File: src/design/mcfr_pkg.sv
// Package for the motion command framer and reply checker.
// Holds sizes, codes and payload types; no dependencies.
package mcfr_pkg;

   localparam int MAX_ARG_BYTES   = 4;
   localparam int MAX_REPLY_BYTES = 8;
   localparam int FRAME_BYTES     = 4 + MAX_ARG_BYTES;
   localparam int IDX_W           = $clog2(FRAME_BYTES);
   localparam int CNT_W           = $clog2(FRAME_BYTES + 1);
   localparam int ARG_CNT_W       = $clog2(MAX_ARG_BYTES + 1);

   localparam logic FUNC_CMD   = 1'b0;
   localparam logic FUNC_REPLY = 1'b1;

   localparam logic KIND_TX = 1'b0;
   localparam logic KIND_RX = 1'b1;

   localparam logic [1:0] STATUS_OK   = 2'd0;
   localparam logic [1:0] STATUS_DEV  = 2'd1;
   localparam logic [1:0] STATUS_CSUM = 2'd2;

   localparam logic [7:0] BYTE_ZERO  = 8'h00;
   localparam logic [7:0] BYTE_ONE   = 8'h01;

   typedef logic [7:0] byte_type;
   typedef logic [1:0] status_type;
   typedef logic [3:0] rlen_type;

endpackage

File: src/design/mcfr_req_if.sv
// Input channel: command items and received reply bytes.
// Depends on mcfr_pkg.
interface mcfr_req_if import mcfr_pkg::*; ();
   logic        valid;
   logic        ready;
   logic        func;
   byte_type    address;
   byte_type    opcode;
   logic [2:0]  arg_bytes;
   logic [31:0] arg_value;
   rlen_type    response_length;
   byte_type    rx_byte;

   modport source (output valid, func, address, opcode, arg_bytes, arg_value,
                   response_length, rx_byte, input ready);
   modport sink   (input valid, func, address, opcode, arg_bytes, arg_value,
                   response_length, rx_byte, output ready);
endinterface

File: src/design/mcfr_rsp_if.sv
// Result channel: transmitted frame bytes and echoed reply bytes.
// Depends on mcfr_pkg.
interface mcfr_rsp_if import mcfr_pkg::*; ();
   logic       valid;
   logic       ready;
   logic       kind;
   byte_type   byte_value;
   logic       last;
   status_type status;

   modport source (output valid, kind, byte_value, last, status, input ready);
   modport sink   (input valid, kind, byte_value, last, status, output ready);
endinterface

File: src/design/motion_cmd_frame_and_reply_check_unit.sv
// Motion command framer and reply checker, top level.
// Depends on mcfr_pkg, mcfr_req_if, mcfr_rsp_if.
// Each item passes through the work register and then the output register.
// Throughput: a command leaves the work register one frame byte per cycle while
// the output is not stalled; the next item is taken as its last byte advances.
// Reset: synchronous; empties both stages and disarms the reply.
module motion_cmd_frame_and_reply_check_unit import mcfr_pkg::*; (
   input  logic       clock,
   input  logic       reset,
   mcfr_req_if.sink   req_port,
   mcfr_rsp_if.source rsp_port
);

   logic                 reply_active_ff, reply_active_in;
   rlen_type             reply_remaining_ff, reply_remaining_in;
   logic                 reply_first_ff, reply_first_in;
   byte_type             reply_sum_ff, reply_sum_in;

   logic                 wk_valid_ff, wk_valid_in;
   logic                 wk_kind_ff, wk_kind_in;
   byte_type             wk_bytes_ff [FRAME_BYTES];
   byte_type             wk_bytes_in [FRAME_BYTES];
   logic [IDX_W-1:0]     wk_idx_ff, wk_idx_in;
   logic [IDX_W-1:0]     wk_last_idx_ff, wk_last_idx_in;
   logic                 wk_end_ff, wk_end_in;
   status_type           wk_status_ff, wk_status_in;

   logic                 out_valid_ff, out_valid_in;
   logic                 out_kind_ff, out_kind_in;
   byte_type             out_byte_ff, out_byte_in;
   logic                 out_last_ff, out_last_in;
   status_type           out_status_ff, out_status_in;

   logic                 adv;
   logic                 wk_at_last;
   logic                 req_fire;
   logic [ARG_CNT_W-1:0] arg_cnt;
   logic [CNT_W-1:0]     total;
   byte_type             arg_b [MAX_ARG_BYTES];
   byte_type             frame_sum;
   byte_type             rx_sum;
   rlen_type             rlen_sat;
   rlen_type             rem_dec;

   assign adv        = !out_valid_ff || rsp_port.ready;
   assign wk_at_last = (wk_idx_ff == wk_last_idx_ff);
   assign req_port.ready = !wk_valid_ff || (adv && wk_at_last);
   assign req_fire   = req_port.valid && req_port.ready;

   assign rsp_port.valid      = out_valid_ff;
   assign rsp_port.kind       = out_kind_ff;
   assign rsp_port.byte_value = out_byte_ff;
   assign rsp_port.last       = out_last_ff;
   assign rsp_port.status     = out_status_ff;

   // frame construction
   always_comb begin
      int pos;
      pos = 0;
      if (int'(req_port.arg_bytes) > MAX_ARG_BYTES) begin
         arg_cnt = ARG_CNT_W'(MAX_ARG_BYTES);
      end else begin
         arg_cnt = ARG_CNT_W'(req_port.arg_bytes);
      end
      total = CNT_W'(4) + CNT_W'(arg_cnt);
      frame_sum = req_port.address + req_port.opcode;
      for (int i = 0; i < MAX_ARG_BYTES; i++) begin
         arg_b[i] = BYTE_ZERO;
         if (i < int'(arg_cnt)) begin
            pos = int'(arg_cnt) - 1 - i;
            arg_b[i] = 8'(req_port.arg_value >> (8 * pos));
         end
         frame_sum = frame_sum + arg_b[i];
      end
      if (int'(req_port.response_length) > MAX_REPLY_BYTES) begin
         rlen_sat = 4'(MAX_REPLY_BYTES);
      end else begin
         rlen_sat = req_port.response_length;
      end
   end

   assign rx_sum  = reply_sum_ff + req_port.rx_byte;
   assign rem_dec = (reply_remaining_ff != 4'd0) ? reply_remaining_ff - 4'd1
                                                 : reply_remaining_ff;

   always_comb begin
      reply_active_in    = reply_active_ff;
      reply_remaining_in = reply_remaining_ff;
      reply_first_in     = reply_first_ff;
      reply_sum_in       = reply_sum_ff;
      wk_valid_in        = wk_valid_ff;
      wk_kind_in         = wk_kind_ff;
      wk_bytes_in        = wk_bytes_ff;
      wk_idx_in          = wk_idx_ff;
      wk_last_idx_in     = wk_last_idx_ff;
      wk_end_in          = wk_end_ff;
      wk_status_in       = wk_status_ff;
      out_valid_in       = out_valid_ff;
      out_kind_in        = out_kind_ff;
      out_byte_in        = out_byte_ff;
      out_last_in        = out_last_ff;
      out_status_in      = out_status_ff;

      // advance the output register from the work register
      if (adv) begin
         out_valid_in  = wk_valid_ff;
         out_kind_in   = wk_kind_ff;
         out_byte_in   = wk_bytes_ff[wk_idx_ff];
         out_last_in   = wk_at_last && wk_end_ff;
         out_status_in = wk_at_last ? wk_status_ff : STATUS_OK;
         if (wk_valid_ff) begin
            if (wk_at_last) begin
               wk_valid_in = 1'b0;
            end else begin
               wk_idx_in = wk_idx_ff + IDX_W'(1);
            end
         end
      end

      if (req_fire) begin
         if (req_port.func == FUNC_CMD) begin
            wk_valid_in    = 1'b1;
            wk_kind_in     = KIND_TX;
            wk_idx_in      = '0;
            wk_last_idx_in = IDX_W'(total - CNT_W'(1));
            wk_end_in      = 1'b1;
            wk_status_in   = STATUS_OK;
            wk_bytes_in[0] = req_port.address;
            wk_bytes_in[1] = BYTE_ZERO - frame_sum;
            wk_bytes_in[2] = BYTE_ZERO;
            wk_bytes_in[3] = req_port.opcode;
            for (int i = 0; i < MAX_ARG_BYTES; i++) begin
               wk_bytes_in[4 + i] = arg_b[i];
            end
            reply_active_in    = (rlen_sat != 4'd0);
            reply_remaining_in = rlen_sat;
            reply_first_in     = (rlen_sat != 4'd0);
            reply_sum_in       = BYTE_ZERO;
         end else if (reply_active_ff) begin
            wk_valid_in    = 1'b1;
            wk_kind_in     = KIND_RX;
            wk_idx_in      = '0;
            wk_last_idx_in = '0;
            wk_end_in      = 1'b1;
            wk_bytes_in[0] = req_port.rx_byte;
            if (reply_first_ff && req_port.rx_byte != BYTE_ZERO
                && req_port.rx_byte != BYTE_ONE) begin
               wk_status_in       = STATUS_DEV;
               reply_active_in    = 1'b0;
               reply_remaining_in = 4'd0;
               reply_first_in     = 1'b0;
               reply_sum_in       = BYTE_ZERO;
            end else begin
               reply_first_in     = 1'b0;
               reply_remaining_in = rem_dec;
               if (rem_dec == 4'd0) begin
                  wk_status_in    = (rx_sum == BYTE_ZERO) ? STATUS_OK : STATUS_CSUM;
                  reply_active_in = 1'b0;
                  reply_sum_in    = BYTE_ZERO;
               end else begin
                  wk_end_in       = 1'b0;
                  wk_status_in    = STATUS_OK;
                  reply_sum_in    = rx_sum;
               end
            end
         end
      end
   end

   always_ff @(posedge clock) begin
      if (reset) begin
         reply_active_ff    <= 1'b0;
         reply_remaining_ff <= 4'd0;
         reply_first_ff     <= 1'b0;
         reply_sum_ff       <= BYTE_ZERO;
         wk_valid_ff        <= 1'b0;
         out_valid_ff       <= 1'b0;
      end else begin
         reply_active_ff    <= reply_active_in;
         reply_remaining_ff <= reply_remaining_in;
         reply_first_ff     <= reply_first_in;
         reply_sum_ff       <= reply_sum_in;
         wk_valid_ff        <= wk_valid_in;
         out_valid_ff       <= out_valid_in;
      end
   end

   always_ff @(posedge clock) begin
      wk_kind_ff     <= wk_kind_in;
      wk_bytes_ff    <= wk_bytes_in;
      wk_idx_ff      <= wk_idx_in;
      wk_last_idx_ff <= wk_last_idx_in;
      wk_end_ff      <= wk_end_in;
      wk_status_ff   <= wk_status_in;
      out_kind_ff    <= out_kind_in;
      out_byte_ff    <= out_byte_in;
      out_last_ff    <= out_last_in;
      out_status_ff  <= out_status_in;
   end

endmodule
File: src/flat_wrapper.sv
// flat-port wrapper written by rule: the top's interface ports become plain ports
module motion_cmd_frame_and_reply_check_unit_flat import mcfr_pkg::*;
  (clock, reset, req_port_valid, req_port_func, req_port_address, req_port_opcode, req_port_arg_bytes, req_port_arg_value, req_port_response_length, req_port_rx_byte, req_port_ready, rsp_port_valid, rsp_port_kind, rsp_port_byte_value, rsp_port_last, rsp_port_status, rsp_port_ready);
  mcfr_req_if req_port_i ();
  mcfr_rsp_if rsp_port_i ();
  input  logic clock;
  input  logic reset;
  input wire logic [$bits(req_port_i.valid)-1:0] req_port_valid;
  input wire logic [$bits(req_port_i.func)-1:0] req_port_func;
  input wire logic [$bits(req_port_i.address)-1:0] req_port_address;
  input wire logic [$bits(req_port_i.opcode)-1:0] req_port_opcode;
  input wire logic [$bits(req_port_i.arg_bytes)-1:0] req_port_arg_bytes;
  input wire logic [$bits(req_port_i.arg_value)-1:0] req_port_arg_value;
  input wire logic [$bits(req_port_i.response_length)-1:0] req_port_response_length;
  input wire logic [$bits(req_port_i.rx_byte)-1:0] req_port_rx_byte;
  output wire logic [$bits(req_port_i.ready)-1:0] req_port_ready;
  output wire logic [$bits(rsp_port_i.valid)-1:0] rsp_port_valid;
  output wire logic [$bits(rsp_port_i.kind)-1:0] rsp_port_kind;
  output wire logic [$bits(rsp_port_i.byte_value)-1:0] rsp_port_byte_value;
  output wire logic [$bits(rsp_port_i.last)-1:0] rsp_port_last;
  output wire logic [$bits(rsp_port_i.status)-1:0] rsp_port_status;
  input wire logic [$bits(rsp_port_i.ready)-1:0] rsp_port_ready;
  assign req_port_i.valid = req_port_valid;
  assign req_port_i.func = req_port_func;
  assign req_port_i.address = req_port_address;
  assign req_port_i.opcode = req_port_opcode;
  assign req_port_i.arg_bytes = req_port_arg_bytes;
  assign req_port_i.arg_value = req_port_arg_value;
  assign req_port_i.response_length = req_port_response_length;
  assign req_port_i.rx_byte = req_port_rx_byte;
  assign req_port_ready = req_port_i.ready;
  assign rsp_port_valid = rsp_port_i.valid;
  assign rsp_port_kind = rsp_port_i.kind;
  assign rsp_port_byte_value = rsp_port_i.byte_value;
  assign rsp_port_last = rsp_port_i.last;
  assign rsp_port_status = rsp_port_i.status;
  assign rsp_port_i.ready = rsp_port_ready;
  motion_cmd_frame_and_reply_check_unit u_core (.clock(clock), .reset(reset), .req_port(req_port_i), .rsp_port(rsp_port_i));
endmodule
File: config.mk
export PLATFORM = sky130hd
export DESIGN_NAME = motion_cmd_frame_and_reply_check_unit_flat
export DESIGN_NICKNAME = d
export VERILOG_FILES = /design/src/design/mcfr_pkg.sv /design/src/design/mcfr_req_if.sv /design/src/design/mcfr_rsp_if.sv /design/src/design/motion_cmd_frame_and_reply_check_unit.sv /design/src/flat_wrapper.sv
export SDC_FILE = /design/constraint.sdc
export NUM_CORES = 1
export LEC_CHECK = 0
export BUFFER_PORTS_ARGS = -buffer_cell sky130_fd_sc_hd__buf_2
export CELL_PAD_IN_SITES_DETAIL_PLACEMENT = 2
export CELL_PAD_IN_SITES_GLOBAL_PLACEMENT = 2
export CORE_UTILIZATION = 39
export CTS_CLUSTER_DIAMETER = 100
export CTS_CLUSTER_SIZE = 20
export DETAILED_ROUTE_END_ITERATION = 7
export PLACE_DENSITY_LB_ADDON = 0.1
export SYNTH_ARGS = -nofsm -noshare
export SYNTH_HDL_FRONTEND = slang
export SYNTH_SLANG_ARGS = --single-unit
File: constraint.sdc
create_clock -name clock -period 9.1 [get_ports clock]
set_input_delay 0.455 -clock clock [delete_from_list [all_inputs] [get_ports clock]]
set_output_delay 0.455 -clock clock [all_outputs]
set_load 0.05 [all_outputs]
== Yosys cells after proc, flatten, opt, wreduce, memory -nomap -nowiden ==
Index checks and enable logic that the tools add are counted.

* Register bits after elaboration: 94
* Input port bits: 68
* Output and inout bits: 14
* Logic and storage cells: 116

* $add $sub $neg: 15
* Order comparisons: 7
* Equal/unequal tests: 3
* Shifts and indexed selects: 4
* Mux-type cells: 47
* Bitwise gates (word level): 2
* Reduce and logical (&&, ||, !) cells: 16

{| class="wikitable"
|+ Operators with widths
! operator !! count
|-
| >> shifter 32 x 32 -> 8 bit || 4
|-
| 2-to-1 mux 8 bit || 12
|-
| subtractor 29 x 3 -> 29 bit, second input constant || 2
|-
| adder 8 bit || 6
|-
| subtractor 29 x 2 -> 29 bit, second input constant || 1
|-
| 2-to-1 mux 3 bit || 9
|-
| binary-select mux 8 bit (select 3 bit) || 1
|-
| 2-to-1 mux 4 bit || 5
|-
| 2-to-1 mux 1 bit || 16
|-
| zero test 8 bit || 1
|-
| 2-to-1 mux 2 bit || 4
|-
| inequality test 8 x 1 -> 1 bit, second input constant || 1
|-
| nonzero test 4 bit || 2
|-
| nonzero test 8 bit || 1
|-
| subtractor 1 x 8 -> 8 bit, first input constant || 1
|-
| less-than comparator 1 x 3 -> 1 bit, first input constant || 2
|-
| less-than comparator 2 x 3 -> 1 bit, first input constant || 2
|-
| logical AND 1 bit || 5
|-
| >= comparator 4 bit, second input constant || 1
|-
| > comparator 4 bit, second input constant || 1
|-
| zero test 4 bit || 1
|-
| NOT 3 -> 4 bit || 1
|-
| AND reduction 2 bit || 2
|-
| subtractor 3 x 1 -> 4 bit, second input constant || 1
|-
| other kinds (10) || 12
|}

== Logic depth before layout (Yosys ltp) ==
* Depth in word-level cells: 10
* Depth in mapped cells: 27
* Depth with buffers taken out: 23

== Worst setup path after synthesis ==
OpenSTA, ideal clock, no wires.

* Kind: input to register
* Start point: input req_port_arg_bytes[2]
* End point: register u_core.wk_bytes_ff[55] (netlist name) (data pin)
* Setup time: 268 ps
* Arrival time: 6329 ps
* Required time: 8832 ps
* Slack: 2504 ps
* Stages: 27
* Buffers on the path: 5
* Cells stage by stage: buf_4 > nor2b_4 > buf_4 > buf_2 > ha_1 > buf_2 > inv_1 > buf_1 > ha_1 > inv_1 > ha_1 > nand4b_1 > nor3_1 > nand2_1 > fa_1 > inv_1 > fa_1 > inv_1 > fa_1 > inv_1 > fa_1 > inv_1 > ha_1 > a21o_1 > a21oi_1 > o21ai_0 > xnor3_1

* Word-level cells in the longest chain between the ends: 10
* Elaborated cells between the ends (all ways): 23
* Classes of those cells: add/sub: 9; order compare: 5; shift: 4; mux: 5

{| class="wikitable"
|+ Ends and longest elaborated chain
! element !! line !! RTL
|-
| start: declaration || flat_wrapper.sv:12 || <nowiki>input wire logic [$bits(req_port_i.arg_bytes)-1:0] req_port_arg_bytes;</nowiki>
|-
| > comparator 3 bit || motion_cmd_frame_and_reply_check_unit.sv:60 || <nowiki>if (int'(req_port.arg_bytes) > MAX_ARG_BYTES) begin</nowiki>
|-
| 2-to-1 mux 3 bit (*) || motion_cmd_frame_and_reply_check_unit.sv:60 ||
|-
| subtractor 3 x 1 -> 4 bit || motion_cmd_frame_and_reply_check_unit.sv:70 || <nowiki>pos = int'(arg_cnt) - 1 - i;</nowiki>
|-
| subtractor 29 x 2 -> 29 bit / >> shifter 32 x 32 -> 8 bit (equally long branches) || motion_cmd_frame_and_reply_check_unit.sv:70, motion_cmd_frame_and_reply_check_unit.sv:71 ||
|-
| >> shifter 32 x 32 -> 8 bit / 2-to-1 mux 8 bit (equally long branches) || motion_cmd_frame_and_reply_check_unit.sv:71, motion_cmd_frame_and_reply_check_unit.sv:69 ||
|-
| 2-to-1 mux 8 bit / adder 8 bit (equally long branches) || motion_cmd_frame_and_reply_check_unit.sv:69, motion_cmd_frame_and_reply_check_unit.sv:73 ||
|-
| adder 8 bit (2 in a row) || motion_cmd_frame_and_reply_check_unit.sv:73 || <nowiki>frame_sum = frame_sum + arg_b[i];</nowiki>
|-
| adder 8 bit (*) || motion_cmd_frame_and_reply_check_unit.sv:73 ||
|-
| subtractor 1 x 8 -> 8 bit (*) || motion_cmd_frame_and_reply_check_unit.sv:129 || <nowiki>wk_bytes_in[1] = BYTE_ZERO - frame_sum;</nowiki>
|-
| end signal: assignment || motion_cmd_frame_and_reply_check_unit.sv:190 || <nowiki>wk_bytes_ff <= wk_bytes_in;</nowiki>
|-
| end: declaration || motion_cmd_frame_and_reply_check_unit.sv:21 || <nowiki>byte_type wk_bytes_ff [FRAME_BYTES];</nowiki>
|}

Every way passes the cells marked *; elsewhere a longest branch is shown, timed or not.
A chain may end at the register's enable or synchronous reset.

== Worst setup path in the final report ==
* Start point: input req_port_arg_bytes[0]
* End point: register u_core.wk_bytes_ff[55] (netlist name) (data pin)

Same word-level chain as after synthesis.

==> metrics.txt <==
post-synthesis area per instance=11.2 µm²; final wirelength=17.1 mm; Core Util, Final=45.7%; #FFs+latches synth=94; Max-Cap Viols=0; Gates resized, CTS repair=0; critical path required time=9200 ps; DRT Pass-1 Iters=4; worst setup margin=1700 ps; fin nets=739; minimum clock period=7400 ps; cell with the most instances after synthesis=edfxtp_1; # hold bufs at CTS=0; Synth warnings=0; detailed-placement wirelength estimate=13.1 mm; Filler Cell Count=1,585; FMAX=0.135 GHz; vias per cell=5.34; Clock Power Share=21.2%; Post-Synthesis Cells=546; # port buffers=81; grt ovf=0; layout cells sized above 1=20.4%; Core Rows=45; status=complete, no violations; Commonest cells post-synth=edfxtp_1 (75), inv_1 (60), nand2_1 (48); Clock transition at path regs=70 ps; via count of the first global-routing pass=5,001; Initial Util=40.2%; largest net degree at the start of global routing=50; Clock Latency Late Sink=360 ps; Worst Skew=12.0 ps; I/O Pins=82; die width=127 µm; Synth Flop Type=edfxtp_1; die footprint=16,200 µm²; Worst IR Drop VDD=133 µV; max-slew violations=0; Tcrit/Tclk final=81.3%; Leak Pwr=2.88 nW; Worst Path Max Fanout=22; pre-CTS setup slack=1250 ps; Psw=0.000674 W; Area growth, synth to finish=13.8%; cells along the critical path=buf_2, nor2b_4, ha_1, inv_1, ha_1, inv_1, ha_1, nand4b_1, nor3_1, nand2_1, fa_1, inv_1, fa_1, inv_1, fa_1, inv_1, fa_1, inv_1, ha_1, a21o_1, a21oi_1, o21ai_0, xnor3_1; cell at the root of the clock tree=clkbuf_16; hold crit path type=in -> reg; Area contributors post-synth=edfxtp_1 (37%), fa_1 (8.8%), dfxtp_1 (6.2%); critical path launch point type=primary input; EDFF count, synth=75; CTS H-tree depth=3; number of buffers created by CTS=9; post-DR wirelength/cell=20.6 µm; combinational share of power=43.8%; cell area after synthesis=6130 µm²; DIE HEIGHT=127 µm; sequential area share after synthesis=42.9%; share of synthesized registers carrying an async set or reset=0%; routability cong.=0.795; CP Data Arrival Time=7500 ps; CORE AREA=15,300 µm²; Slew HR=22.4%; Fin. Hold Viols=0; ANT nets after route=0; TNS Setup=0 ps; DR iter-0 viols=145; initial antenna violation count=0; Synth cell types=63; CP most frequent cell=inv_1; clk sinks=94; critical path type=in -> reg; Total Routing Usage GR=22.4%; element type at the critical path end=register; CP max-delay cell=nor2b_4; post-synth top area share=36.7%; Longest Clk Path Bufs=2; Residual DRC=0; via count=4,450; final setup fails=0; first-pass GRT wire length=26.9 mm; Largest stage delay, worst path=650 ps; Least-Margin Pin Slew=1160 ps; Yosys top cell by area=edfxtp_1; Flop pwr share=35.0%; unrepaired setup endpoints after global routing=no; sw frac=38.2%; # Post-CTS Setup Buffers=0; CTS tree=built; Int Power=0.00109 W; syn_nets=668; antenna fix cells=0; Power per Cell Area=253 nW/µm²
[path summary, 6_finish.rpt]
path	startpoint	slack, ps	to	depth (start not counted)
max	req_port_arg_bytes[0]	1700	u_core.wk_bytes_ff[55]	23
min	req_port_opcode[6]	290	u_core.wk_bytes_ff[38]	1
max reg2reg	u_core.wk_idx_ff[1]	5790	u_core.reply_active_ff	5
min reg2reg	u_core.wk_kind_ff	430	u_core.rsp_port.kind	0
[per-stage QoR]
step                hold WS, ps  cell area [µm²]  total power (W)  instances
floorplan                   400             6130          0.00119        546
global placement            404             6700          0.00137        817
detailed placement          419             6700          0.00140        817
CTS                         280             6980          0.00179        833
global route                278             6980          0.00188        833
finish                      288             6980          0.00176        833
[power by group through the flow]
stage	Sequential (W)	Combinational, W	Clock (W)
finish	0.000617	0.000773	0.000374
global route	0.000625	0.000854	0.000398
CTS	0.000618	0.000786	0.000382
detailed placement	0.000627	0.000778	0
global placement	0.000624	0.000749	0
floorplan	0.000673	0.000517	0
[state kept, by name, summed over array words and instances, names as in the netlist]
name / count
u_core.wk_bytes_ff: 56
u_core.reply_sum_ff: 8
u_core.rsp_port.byte_value: 8
u_core.reply_remaining_ff: 4
u_core.wk_idx_ff: 3
u_core.wk_last_idx_ff: 3
u_core.rsp_port.status: 2
u_core.wk_status_ff: 2
u_core.reply_active_ff: 1
u_core.reply_first_ff: 1
u_core.rsp_port.kind: 1
u_core.rsp_port.last: 1
u_core.rsp_port.valid: 1
u_core.wk_end_ff: 1
u_core.wk_kind_ff: 1
u_core.wk_valid_ff: 1
[layer usage]
| metal | global-route usage, % | share of wire, % |
|---|---|---|
| met3 | 2.76 | 1.8 |
| met1 | 28.0 | 45 |
| met5 | 0 | 0 |
| met2 | 40.7 | 52 |
| met4 | 6.23 | 1.2 |
[cell families (layout without fill, tap and decap cells)]
logic type | after synthesis | count (layout) | synth area share [%]
AO/OA/AOI/OAI | 104 | 104 | 11.3
XOR/XNOR | 23 | 23 | 4.08
adder cells (fa/ha/maj) | 54 | 54 | 14.3
buffers and inverters | 84 | 160 | 5.65
flip-flops | 94 | 94 | 42.9
multiplexers | 44 | 44 | 10.1
AND/OR/NAND/NOR | 143 | 143 | 11.7
[cell type report]
class	instances	area (µm²)	share of cell area [%]
clock inverters	6	55.1	0.789
repair buffers	82	413	5.92
well taps	211	264	3.78
multi-input cells	368	3150	45.2
flip-flops and latches	94	2630	37.7
inverters	62	233	3.33
clock buffers	10	229	3.28
[worst max-delay path, delay by kind of cell]
family	cells	cell delay, ps
AO/OA/AOI/OAI	3	550
XOR/XNOR	1	360
adder cells (fa/ha/maj)	8	3490
buffers and inverters	7	960
AND/OR/NAND/NOR	4	1660
[placed cells by master (no fill, tap or decap), types with 4 or more instances in the layout]
cell type / instances
buf_2: 81
edfxtp_1: 75
inv_1: 60
nand2_1: 48
nor2_1: 36
o21ai_0: 28
fa_1: 27
ha_1: 27
a21oi_1: 23
mux2i_1: 20
dfxtp_1: 19
xnor2_1: 13
mux2_2: 12
and2_1: 10
a22oi_1: 10
a211oi_1: 9
mux4_2: 9
clkbuf_16: 9
nor3_1: 8
nand3_1: 7
xor2_1: 6
o21a_1: 6
a221oi_1: 5
nor3b_1: 5
nor2b_1: 4
a21o_1: 4
nand2b_1: 4
Power figures use the tool's default switching activity.
